### src/rtl/shes_pkg.sv
`default_nettype none

package shes_pkg;

  localparam int POS_WIDTH_DEF   = 24;
  localparam int SAMPLE_BITS_DEF = 12;

  localparam int LIMIT_W    = 12;
  localparam int DELAY_W    = 16;
  localparam int CFG_DATA_W = 16;
  localparam int CFG_ADDR_W = 3;

  localparam logic [LIMIT_W-1:0] LIGHT_LIMIT_RST     = 12'd200;
  localparam logic [LIMIT_W-1:0] DARK_LIMIT_RST      = 12'd600;
  localparam logic [LIMIT_W-1:0] START_THRESHOLD_RST = 12'd400;
  localparam logic [DELAY_W-1:0] CRUISE_DELAY_RST    = 16'd1500;
  localparam logic [DELAY_W-1:0] APPROACH_DELAY_RST  = 16'd2500;
  localparam logic [DELAY_W-1:0] FINE_SPAN_RST       = 16'd400;
  localparam logic [DELAY_W-1:0] SPAN_GROWTH_RST     = 16'd500;
  localparam logic [DELAY_W-1:0] SWEEP_SPAN_RST      = 16'd1000;

  typedef enum logic [CFG_ADDR_W-1:0] {
    CFG_LIGHT_LIMIT     = 3'd0,
    CFG_DARK_LIMIT      = 3'd1,
    CFG_START_THRESHOLD = 3'd2,
    CFG_CRUISE_DELAY    = 3'd3,
    CFG_APPROACH_DELAY  = 3'd4,
    CFG_FINE_SPAN       = 3'd5,
    CFG_SPAN_GROWTH     = 3'd6
  } cfg_reg_t;

endpackage

`default_nettype wire

### src/rtl/shes_if.sv
`default_nettype none

interface shes_cmd_if #(
  parameter int SAMPLE_BITS = shes_pkg::SAMPLE_BITS_DEF
);
  logic                   valid;
  logic                   ready;
  logic                   op;
  logic [SAMPLE_BITS-1:0] sample;

  modport source (output valid, output op, output sample, input ready);
  modport sink (input valid, input op, input sample, output ready);
endinterface

interface shes_res_if;
  logic                            valid;
  logic                            ready;
  logic                            step_pulse;
  logic                            dir_right;
  logic [shes_pkg::DELAY_W-1:0]    step_delay_us;
  logic                            motor_enable;
  logic                            homing_active;
  logic                            homing_done;
  logic                            fine_phase;

  modport source (
    output valid, output step_pulse, output dir_right, output step_delay_us,
    output motor_enable, output homing_active, output homing_done, output fine_phase,
    input ready
  );
  modport sink (
    input valid, input step_pulse, input dir_right, input step_delay_us,
    input motor_enable, input homing_active, input homing_done, input fine_phase,
    output ready
  );
endinterface

`default_nettype wire

### src/rtl/stepper_homing_edge_search.sv
// Homing sequencer for a stepper axis with a reflective light sensor.
// Items arrive on the cmd channel: op low starts homing unless it runs or is done,
// any item during a run is one step tick, and each item carries its sensor sample.
// Every item produces exactly one item on the res channel with the step
// pulse, the direction pin, the wait before the next tick and the status flags.
// The update is a single register stage: the result of an accepted item shows
// on res in the cycle after it is accepted.
// Throughput is one item per cycle while the receiver takes results; the state
// registers and the result register are both loaded at the accepting edge.
// When the receiver stalls, the result register holds its item and cmd.ready
// drops until that item is taken; an item is accepted in the same cycle as
// the held result leaves.
// The limits, delays and sweep settings are written through the cfg port, and
// the user writes them only while the block is idle; the block does not enforce it.
// Synchronous reset restores the register defaults, stops the motor, clears
// the homing flags and empties the result register.
`default_nettype none

module stepper_homing_edge_search #(
  parameter int POS_WIDTH   = shes_pkg::POS_WIDTH_DEF,
  parameter int SAMPLE_BITS = shes_pkg::SAMPLE_BITS_DEF
) (
  input  wire logic                            clk,
  input  wire logic                            rst,
  input  wire logic                            cfg_wr_en,
  input  wire logic [shes_pkg::CFG_ADDR_W-1:0] cfg_addr,
  input  wire logic [shes_pkg::CFG_DATA_W-1:0] cfg_data,
  shes_cmd_if.sink                             cmd,
  shes_res_if.source                           res
);
  import shes_pkg::*;

  localparam int CMP_W = (SAMPLE_BITS > LIMIT_W) ? SAMPLE_BITS : LIMIT_W;
  localparam int PW    = POS_WIDTH;

  localparam logic signed [PW-1:0] POS_MAX = {1'b0, {(PW-1){1'b1}}};
  localparam logic signed [PW-1:0] POS_MIN = {1'b1, {(PW-1){1'b0}}};
  localparam logic [PW:0]          SPAN_MAX_EXT = {2'b00, {(PW-1){1'b1}}};

  typedef enum logic [1:0] {
    MOT_STOP  = 2'd0,
    MOT_RIGHT = 2'd1,
    MOT_LEFT  = 2'd2
  } motion_t;

  logic [LIMIT_W-1:0] light_limit, dark_limit, start_threshold;
  logic [DELAY_W-1:0] cruise_delay_us, approach_delay_us, fine_span, span_growth;

  logic                 active, done, enabled, coarse_phase, seek_dark, dir_pin;
  motion_t              motion;
  logic signed [PW-1:0] rel_position;
  logic [PW-1:0]        sweep_span;

  logic                 active_next, done_next, enabled_next, coarse_next, seek_next;
  logic                 dir_next;
  motion_t              motion_next;
  logic signed [PW-1:0] pos_next;
  logic [PW-1:0]        span_next;
  logic                 step;
  logic [DELAY_W-1:0]   delay;

  logic                 start, below, hit, tick_en, coarse0, seek0, dir0, dir1, coarse1;
  motion_t              m0, m1;
  logic signed [PW-1:0] p0, p1;
  logic [PW-1:0]        sp1;
  logic signed [PW:0]   pos_ext, span_ext;
  logic [PW:0]          span_sum;
  logic [CMP_W-1:0]     samp, light_ext, dark_ext, thr_ext;

  logic res_valid;
  logic accept;

  assign cmd.ready = !res_valid || res.ready;
  assign accept    = cmd.valid && cmd.ready;
  assign res.valid = res_valid;

  assign samp      = CMP_W'(cmd.sample);
  assign light_ext = CMP_W'(light_limit);
  assign dark_ext  = CMP_W'(dark_limit);
  assign thr_ext   = CMP_W'(start_threshold);

  always_comb begin
    start = !done && !cmd.op && !active;
    below = samp < thr_ext;
    if (start) begin
      seek0   = below;
      m0      = below ? MOT_LEFT : MOT_RIGHT;
      dir0    = !below;
      coarse0 = 1'b1;
      p0      = '0;
    end else begin
      seek0   = seek_dark;
      m0      = motion;
      dir0    = dir_pin;
      coarse0 = coarse_phase;
      p0      = rel_position;
    end
    enabled_next = enabled || start;
    tick_en      = (active || start) && (m0 != MOT_STOP);
    hit          = seek0 ? (samp >= dark_ext) : (samp <= light_ext);

    coarse1     = coarse0;
    p1          = p0;
    sp1         = sweep_span;
    seek_next   = seek0;
    m1          = m0;
    dir1        = dir0;
    done_next   = done;
    active_next = active || start;
    if (tick_en && hit) begin
      if (coarse0) begin
        coarse1   = 1'b0;
        p1        = '0;
        sp1       = PW'(fine_span);
        seek_next = !seek0;
        m1        = (m0 == MOT_RIGHT) ? MOT_LEFT : MOT_RIGHT;
        dir1      = (m0 != MOT_RIGHT);
      end else begin
        m1          = MOT_STOP;
        done_next   = 1'b1;
        active_next = 1'b0;
      end
    end
    step  = tick_en && !(hit && !coarse0);
    delay = ((samp >= light_ext) && (samp < dark_ext)) ? approach_delay_us
                                                        : cruise_delay_us;

    // Fine sweep turns at +span and at -span; the span grows at each turn at -span.
    pos_ext     = {p1[PW-1], p1};
    span_ext    = $signed({1'b0, sp1});
    span_sum    = {1'b0, sp1} + (PW+1)'(span_growth);
    motion_next = m1;
    dir_next    = dir1;
    span_next   = sp1;
    if (step && !coarse1) begin
      if (m1 == MOT_RIGHT && pos_ext >= span_ext) begin
        motion_next = MOT_LEFT;
        dir_next    = 1'b0;
      end else if (m1 == MOT_LEFT && pos_ext <= -span_ext) begin
        motion_next = MOT_RIGHT;
        dir_next    = 1'b1;
        span_next   = (span_sum > SPAN_MAX_EXT) ? SPAN_MAX_EXT[PW-1:0] : span_sum[PW-1:0];
      end
    end
    coarse_next = coarse1;

    pos_next = p1;
    if (step) begin
      if (motion_next == MOT_RIGHT && p1 != POS_MAX) begin
        pos_next = p1 + PW'(1);
      end else if (motion_next == MOT_LEFT && p1 != POS_MIN) begin
        pos_next = p1 - PW'(1);
      end
    end
  end

  always_ff @(posedge clk) begin
    if (rst) begin
      light_limit       <= LIGHT_LIMIT_RST;
      dark_limit        <= DARK_LIMIT_RST;
      start_threshold   <= START_THRESHOLD_RST;
      cruise_delay_us   <= CRUISE_DELAY_RST;
      approach_delay_us <= APPROACH_DELAY_RST;
      fine_span         <= FINE_SPAN_RST;
      span_growth       <= SPAN_GROWTH_RST;
    end else if (cfg_wr_en) begin
      unique case (cfg_reg_t'(cfg_addr))
        CFG_LIGHT_LIMIT:     light_limit       <= cfg_data[LIMIT_W-1:0];
        CFG_DARK_LIMIT:      dark_limit        <= cfg_data[LIMIT_W-1:0];
        CFG_START_THRESHOLD: start_threshold   <= cfg_data[LIMIT_W-1:0];
        CFG_CRUISE_DELAY:    cruise_delay_us   <= cfg_data[DELAY_W-1:0];
        CFG_APPROACH_DELAY:  approach_delay_us <= cfg_data[DELAY_W-1:0];
        CFG_FINE_SPAN:       fine_span         <= cfg_data[DELAY_W-1:0];
        CFG_SPAN_GROWTH:     span_growth       <= cfg_data[DELAY_W-1:0];
        default: ;
      endcase
    end
  end

  always_ff @(posedge clk) begin
    if (rst) begin
      active       <= 1'b0;
      done         <= 1'b0;
      enabled      <= 1'b0;
      coarse_phase <= 1'b1;
      seek_dark    <= 1'b1;
      dir_pin      <= 1'b0;
      motion       <= MOT_STOP;
      rel_position <= '0;
      sweep_span   <= PW'(SWEEP_SPAN_RST);
      res_valid    <= 1'b0;
    end else begin
      if (accept) begin
        active       <= active_next;
        done         <= done_next;
        enabled      <= enabled_next;
        coarse_phase <= coarse_next;
        seek_dark    <= seek_next;
        dir_pin      <= dir_next;
        motion       <= motion_next;
        rel_position <= pos_next;
        sweep_span   <= span_next;
        res_valid    <= 1'b1;
      end else if (res.ready) begin
        res_valid <= 1'b0;
      end
    end
  end

  always_ff @(posedge clk) begin
    if (accept) begin
      res.step_pulse    <= step;
      res.dir_right     <= dir_next;
      res.step_delay_us <= step ? delay : '0;
      res.motor_enable  <= enabled_next;
      res.homing_active <= active_next;
      res.homing_done   <= done_next;
      res.fine_phase    <= active_next && !coarse_next;
    end
  end

`ifndef SYNTHESIS
  a_done_not_active: assert property (@(posedge clk) disable iff (rst)
    !(done && active))
    else $error("homing is both active and done");

  a_done_sticks: assert property (@(posedge clk) disable iff (rst)
    done |=> done)
    else $error("homing done flag cleared without reset");

  a_active_moving: assert property (@(posedge clk) disable iff (rst)
    active |-> (motion != MOT_STOP))
    else $error("motor stopped while homing is active");

  a_step_needs_active: assert property (@(posedge clk) disable iff (rst)
    (res_valid && res.step_pulse) |-> (res.homing_active && res.motor_enable))
    else $error("step issued outside an active homing run");

  a_enable_from_start: assert property (@(posedge clk) disable iff (rst)
    (active || done) |-> enabled)
    else $error("homing ran without the motor enabled");
`endif

endmodule

`default_nettype wire
### src/flat_wrapper.sv
// flat-port wrapper written by rule: the top's interface ports become plain ports
module stepper_homing_edge_search_flat import shes_pkg::*;
#(
  parameter int POS_WIDTH   = shes_pkg::POS_WIDTH_DEF,
  parameter int SAMPLE_BITS = shes_pkg::SAMPLE_BITS_DEF
)
  (clk, rst, cfg_wr_en, cfg_addr, cfg_data, cmd_valid, cmd_op, cmd_sample, cmd_ready, res_valid, res_step_pulse, res_dir_right, res_step_delay_us, res_motor_enable, res_homing_active, res_homing_done, res_fine_phase, res_ready);
  shes_cmd_if #(.SAMPLE_BITS(SAMPLE_BITS)) cmd_i ();
  shes_res_if res_i ();
  input  wire logic clk;
  input  wire logic rst;
  input  wire logic cfg_wr_en;
  input  wire logic [shes_pkg::CFG_ADDR_W-1:0] cfg_addr;
  input  wire logic [shes_pkg::CFG_DATA_W-1:0] cfg_data;
  input wire logic [$bits(cmd_i.valid)-1:0] cmd_valid;
  input wire logic [$bits(cmd_i.op)-1:0] cmd_op;
  input wire logic [$bits(cmd_i.sample)-1:0] cmd_sample;
  output wire logic [$bits(cmd_i.ready)-1:0] cmd_ready;
  output wire logic [$bits(res_i.valid)-1:0] res_valid;
  output wire logic [$bits(res_i.step_pulse)-1:0] res_step_pulse;
  output wire logic [$bits(res_i.dir_right)-1:0] res_dir_right;
  output wire logic [$bits(res_i.step_delay_us)-1:0] res_step_delay_us;
  output wire logic [$bits(res_i.motor_enable)-1:0] res_motor_enable;
  output wire logic [$bits(res_i.homing_active)-1:0] res_homing_active;
  output wire logic [$bits(res_i.homing_done)-1:0] res_homing_done;
  output wire logic [$bits(res_i.fine_phase)-1:0] res_fine_phase;
  input wire logic [$bits(res_i.ready)-1:0] res_ready;
  assign cmd_i.valid = cmd_valid;
  assign cmd_i.op = cmd_op;
  assign cmd_i.sample = cmd_sample;
  assign cmd_ready = cmd_i.ready;
  assign res_valid = res_i.valid;
  assign res_step_pulse = res_i.step_pulse;
  assign res_dir_right = res_i.dir_right;
  assign res_step_delay_us = res_i.step_delay_us;
  assign res_motor_enable = res_i.motor_enable;
  assign res_homing_active = res_i.homing_active;
  assign res_homing_done = res_i.homing_done;
  assign res_fine_phase = res_i.fine_phase;
  assign res_i.ready = res_ready;
  stepper_homing_edge_search #(.POS_WIDTH(POS_WIDTH), .SAMPLE_BITS(SAMPLE_BITS)) u_core (.clk(clk), .rst(rst), .cfg_wr_en(cfg_wr_en), .cfg_addr(cfg_addr), .cfg_data(cfg_data), .cmd(cmd_i), .res(res_i));
endmodule
### config.mk
export PLATFORM = sky130hd
export DESIGN_NAME = stepper_homing_edge_search_flat
export DESIGN_NICKNAME = d
export VERILOG_FILES = /design/src/rtl/shes_pkg.sv /design/src/rtl/shes_if.sv /design/src/rtl/stepper_homing_edge_search.sv /design/src/flat_wrapper.sv
export SDC_FILE = /design/constraint.sdc
export NUM_CORES = 1
export LEC_CHECK = 0
export BUFFER_PORTS_ARGS = -buffer_cell sky130_fd_sc_hd__buf_4
export CORE_MARGIN = 8
export CORE_UTILIZATION = 58
export CTS_BUF_LIST = sky130_fd_sc_hd__clkbuf_8
export CTS_CLUSTER_DIAMETER = 200
export DETAILED_ROUTE_END_ITERATION = 6
export HOLD_SLACK_MARGIN = 0.03
export PLACE_DENSITY = 0.75
export SETUP_SLACK_MARGIN = 0.02
export SYNTH_ARGS = -nofsm -noshare
export SYNTH_HDL_FRONTEND = slang
export SYNTH_SLANG_ARGS = --single-unit
### constraint.sdc
create_clock -name clk -period 8.8 [get_ports clk]
set_input_delay 1.76 -clock clk [delete_from_list [all_inputs] [get_ports clk]]
set_output_delay 1.76 -clock clk [all_outputs]
set_load 0.05 [all_outputs]
==> results_tabular.tex <==
\begin{tabular}{lr}
\hline
Metric & Value \\
\hline
\multicolumn{2}{l}{\textbf{Logic synthesis}} \\
\quad Number of distinct standard cells referenced by the synthesized netlist & 84 \\
\quad Flip-flop and latch count after synthesis & 179 \\
\quad Share of synthesized area occupied by flip-flops and latches & 31.97\% \\
\quad Mapped Avg Cell Area & 7.816 um2 \\
\quad Async SR Flop Fraction & 0\% \\
\quad Syn Nets & 1664 \\
\quad Cells after synthesis & 1522 \\
\quad Syn. warnings & 0 \\
\quad Primary flip-flop cell chosen by synthesis mapping & sky130\_fd\_sc\_hd\_\_dfxtp\_1 \\
\quad Count of flip-flops with a built-in enable after synthesis & 22 \\
\quad Mapped cell area & 11900 um2 \\
\multicolumn{2}{l}{\textbf{Floorplanning}} \\
\quad Overall die height & 159.2 um \\
\quad Die X-Extent & 159.2 um \\
\quad Area of the die & 25350 um2 \\
\quad Initial Util & 58.98\% \\
\quad Total number of placement rows & 52 \\
\quad Core area & 20170 um2 \\
\quad I/O pin cnt & 61 \\
\multicolumn{2}{l}{\textbf{Worst setup path}} \\
\quad Worst setup EP type & register \\
\quad Largest fanout of any net on the critical path & 9 \\
\quad Category of the most critical setup path & in2reg \\
\quad Slack of the worst reg-to-reg path & 1.73 ns \\
\quad Worst endpoint required time & 9.17 ns \\
\quad Slowest stage delay, CP & 0.50 ns \\
\quad Cell with the largest stage delay on the worst path & sky130\_fd\_sc\_hd\_\_or4b\_1 \\
\quad Startpoint of the most critical setup path & cmd\_sample[5] \\
\quad Endpoint of the worst-slack reg-to-reg timing path & u\_core.rel\_position[16] \\
\quad Crit Reg-Reg Startpoint & u\_core.light\_ext[5] \\
\quad Data arrival time of the critical path & 8.48 ns \\
\quad Kind of start point of the critical path & primary input \\
\quad Worst Reg2Reg Path Length in Cells & 29 \\
\multicolumn{2}{l}{\textbf{Place}} \\
\quad Sum of net half-perimeters after detailed placement & 25210 um \\
\quad Placed cell count & 1817 \\
\quad Pre-CTS worst setup slack & 0.2641 ns \\
\quad RD Place Congestion & 0.9600 \\
\quad Port bufs & 60 \\
\multicolumn{2}{l}{\textbf{Clocking}} \\
\quad CTS tree & yes \\
\quad Worst-path clk slew & 0.12 ns \\
\quad Max Buffers Root-to-Sink & 2 \\
\quad Clock latency reported for the late side of the worst-skew pair & 0.48 ns \\
\quad Level count of the clock H-tree & 4 \\
\quad Resize count post-CTS & 0 \\
\quad Total CTS buffers & 17 \\
\quad Post-CTS Setup Bufs & 0 \\
\quad Number of hold buffers added after cts & 0 \\
\quad CTS root buffer & sky130\_fd\_sc\_hd\_\_clkbuf\_8 \\
\quad Number of sinks driven by the clock tree & 179 \\
\multicolumn{2}{l}{\textbf{Drt}} \\
\quad Residual antenna-violating net count after detailed routing & 0 \\
\quad DRC violation total after the first TritonRoute iteration & 800 \\
\quad First-pass detailed-route iteration total & 7 \\
\quad Via count & 11210 \\
\quad DRC & 0 \\
\quad Vias per cell & 6.060 \\
\quad Drt wl/cell & 18.72 um \\
\quad Final wirelength & 34610 um \\
\multicolumn{2}{l}{\textbf{Global routing}} \\
\quad Global-route wire length before repair & 56340 um \\
\quad Overall fraction of global-route tracks in use & 26.83\% \\
\quad GRT Residual Overflow & 0 \\
\quad Via count of the first global-routing pass & 11000 \\
\quad Number of antenna violations at the first check in global routing & 0 \\
\quad Largest net degree at the start of global routing & 95 \\
\multicolumn{2}{l}{\textbf{STA}} \\
\quad Worst hold margin & 0.4645 ns \\
\quad Post-layout minimum cycle time & 8.111 ns \\
\quad Final hold violation count & 0 \\
\quad Worst-case clock skew & 0.01712 ns \\
\quad Final number of setup-violating endpoints & 0 \\
\quad Pins over their slew limit & 0 \\
\quad Final Cycle Share & 92.17\% \\
\quad Pin slew with the least headroom to its limit & 1.087 ns \\
\quad Slew headroom & 27.25\% \\
\quad Total negative slack & 0 ns \\
\quad Achievable Freq & 0.1233 GHz \\
\quad Setup repair after global routing missed its margin & no \\
\quad PnR worst setup slack & 0.6891 ns \\
\multicolumn{2}{l}{\textbf{Finish}} \\
\quad Layout Nets & 1708 \\
\quad Non-filler instance count after layout & 1849 \\
\quad Commonest non-fill, non-tap cell in the layout & sky130\_fd\_sc\_hd\_\_nand2\_1 \\
\quad Post-route core utilization & 65.09\% \\
\quad Number of antenna diodes & 0 \\
\quad Leading cell types in the layout, fill and taps excluded & 302 x sky130\_fd\_sc\_hd\_\_nand2\_1, 157 x sky130\_fd\_sc\_hd\_\_dfxtp\_1, 138 x sky130\_fd\_sc\_hd\_\_a21oi\_1 \\
\quad Fraction of layout instances using a drive strength above 1 & 9.626\% \\
\quad Relative area change from synthesis to final layout & 10.36\% \\
\multicolumn{2}{l}{\textbf{Min path}} \\
\quad Hold path depth & 2 \\
\quad Path category of the worst min-delay check & reg2reg \\
\quad Hold path startpoint & u\_core.light\_ext[9] \\
\quad Hold endpoint & u\_core.light\_ext[9] \\
\multicolumn{2}{l}{\textbf{Power}} \\
\quad Peak ir drop on the vdd network & 0.1121 mV \\
\quad Leakage power & 0.005527 uW \\
\quad Power density relative to cell area & 164.3 nW/um2 \\
\multicolumn{2}{l}{\textbf{Outcome}} \\
\quad Outcome & finished, final reports clean \\
\multicolumn{2}{l}{\textbf{Run}} \\
\quad \# Max-Cap Violations & 0 \\
\hline
\end{tabular}
synth_stat cells, types with 4 or more instances:
| cell | n | area share (%) |
|---|---|---|
| sky130_fd_sc_hd__nand4_1 | 22 | 1.2 |
| sky130_fd_sc_hd__nor4_1 | 9 | 0.47 |
| sky130_fd_sc_hd__inv_1 | 76 | 2.4 |
| sky130_fd_sc_hd__or4_1 | 9 | 0.57 |
| sky130_fd_sc_hd__o21ai_0 | 35 | 1.5 |
| sky130_fd_sc_hd__a221oi_1 | 10 | 0.74 |
| sky130_fd_sc_hd__xor2_1 | 10 | 0.74 |
| sky130_fd_sc_hd__and3_1 | 9 | 0.47 |
| sky130_fd_sc_hd__nand2_1 | 303 | 9.6 |
| sky130_fd_sc_hd__or3_1 | 13 | 0.68 |
| sky130_fd_sc_hd__nand3b_1 | 26 | 1.6 |
| sky130_fd_sc_hd__edfxtp_1 | 22 | 5.6 |
| sky130_fd_sc_hd__ha_1 | 104 | 11 |
| sky130_fd_sc_hd__a31oi_1 | 24 | 1.3 |
| sky130_fd_sc_hd__nor2_1 | 115 | 3.6 |
| sky130_fd_sc_hd__nor3b_1 | 4 | 0.25 |
| sky130_fd_sc_hd__clkbuf_1 | 62 | 2.0 |
| sky130_fd_sc_hd__mux2i_1 | 42 | 3.5 |
| sky130_fd_sc_hd__nand3_1 | 41 | 1.7 |
| sky130_fd_sc_hd__and2_1 | 22 | 1.2 |
| sky130_fd_sc_hd__nor2b_1 | 12 | 0.63 |
| sky130_fd_sc_hd__buf_1 | 4 | 0.13 |
| sky130_fd_sc_hd__a22oi_1 | 7 | 0.44 |
| sky130_fd_sc_hd__o221ai_1 | 16 | 1.2 |
| sky130_fd_sc_hd__dfxtp_1 | 157 | 26 |
| sky130_fd_sc_hd__o211ai_1 | 6 | 0.38 |
| sky130_fd_sc_hd__o21bai_1 | 5 | 0.32 |
| sky130_fd_sc_hd__a211o_1 | 23 | 1.7 |
| sky130_fd_sc_hd__nor3_1 | 37 | 1.6 |
| sky130_fd_sc_hd__o31ai_1 | 6 | 0.38 |
| sky130_fd_sc_hd__a21o_1 | 25 | 1.6 |
| sky130_fd_sc_hd__o41ai_1 | 4 | 0.29 |
| sky130_fd_sc_hd__a211oi_1 | 11 | 0.69 |
| sky130_fd_sc_hd__a21oi_1 | 139 | 5.8 |
| sky130_fd_sc_hd__nand2b_1 | 16 | 0.84 |
| sky130_fd_sc_hd__xnor2_1 | 24 | 1.8 |
kinds of logic (layout without fill, tap and decap cells):
logic type,after synthesis,in the layout,share of synthesized area (%)
buffers and inverters,144,201,4.617
XOR/XNOR,34,34,2.503
AND/OR/NAND/NOR,653,653,25.52
adder cells (fa/ha/maj),105,105,11.11
flip-flops,179,179,31.97
AO/OA/AOI/OAI,362,362,20.44
multiplexers,45,45,3.849
per-stage QoR:
stage	instance area [um2]	total power, uW
floorplan	11900	1337
finish	13130	2157
CTS	13130	2152
global placement	12680	1518
global route	13130	2252
detailed placement	12680	1523
worst max-delay path: cells and delay by family:
family | cells | cell delay (ns)
AND/OR/NAND/NOR | 11 | 2.86
adder cells (fa/ha/maj) | 3 | 0.84
XOR/XNOR | 1 | 0.17
buffers and inverters | 3 | 0.43
AO/OA/AOI/OAI | 10 | 2.17
multiplexers | 1 | 0.25
power breakdown:
group / internal (uW) / total (uW) / switching, uW
combinational: 224 / 612 / 389
sequential: 867 / 906 / 39.0
clock: 233 / 638 / 406
how the worst max path moves through the flow:
stage | endpoint | slack [ns]
after global routing | u_core.rel_position[17] | 0.19
after global placement | u_core.rel_position[16] | 0.49
after CTS | u_core.rel_position[16] | 0.76
after floorplan | u_core.rel_position[16] | 0.43
final | u_core.rel_position[16] | 0.69
after detailed placement | u_core.rel_position[16] | 0.26
area by class of cell:
cell class	instances	area (um2)
Multi-Input combinational cell	1199	7555
Fill cell	1781	7041
Timing Repair Buffer	93	698.2
Sequential cell	179	3804
Clock buffer	17	234.0
Tap cell	270	337.8
Clock inverter	15	215.2
Inverter	76	285.3
layer usage:
layer | up-vias | share of wire, % | track usage, %
li1 | 5537 | - | -
met1 | 5200 | 44 | 33.66
met2 | 385 | 47 | 45.09
met3 | 83 | 5.0 | 3.387
met4 | 0 | 4.0 | 12.65
met5 | - | 0 | 0
sequential cells by signal, indices dropped and copies added (netlist names), 2 cells and up:
name	cells
u_core.start_threshold	12
u_core.approach_delay_us	16
u_core.rel_position	24
u_core.res.step_delay_us	16
u_core.light_ext	12
u_core.fine_span	16
u_core.span_growth	16
u_core.sweep_span	24
u_core.dark_ext	12
u_core.cruise_delay_us	16
u_core.motion	2
Note: power is estimated with default switching activity, not from simulation.
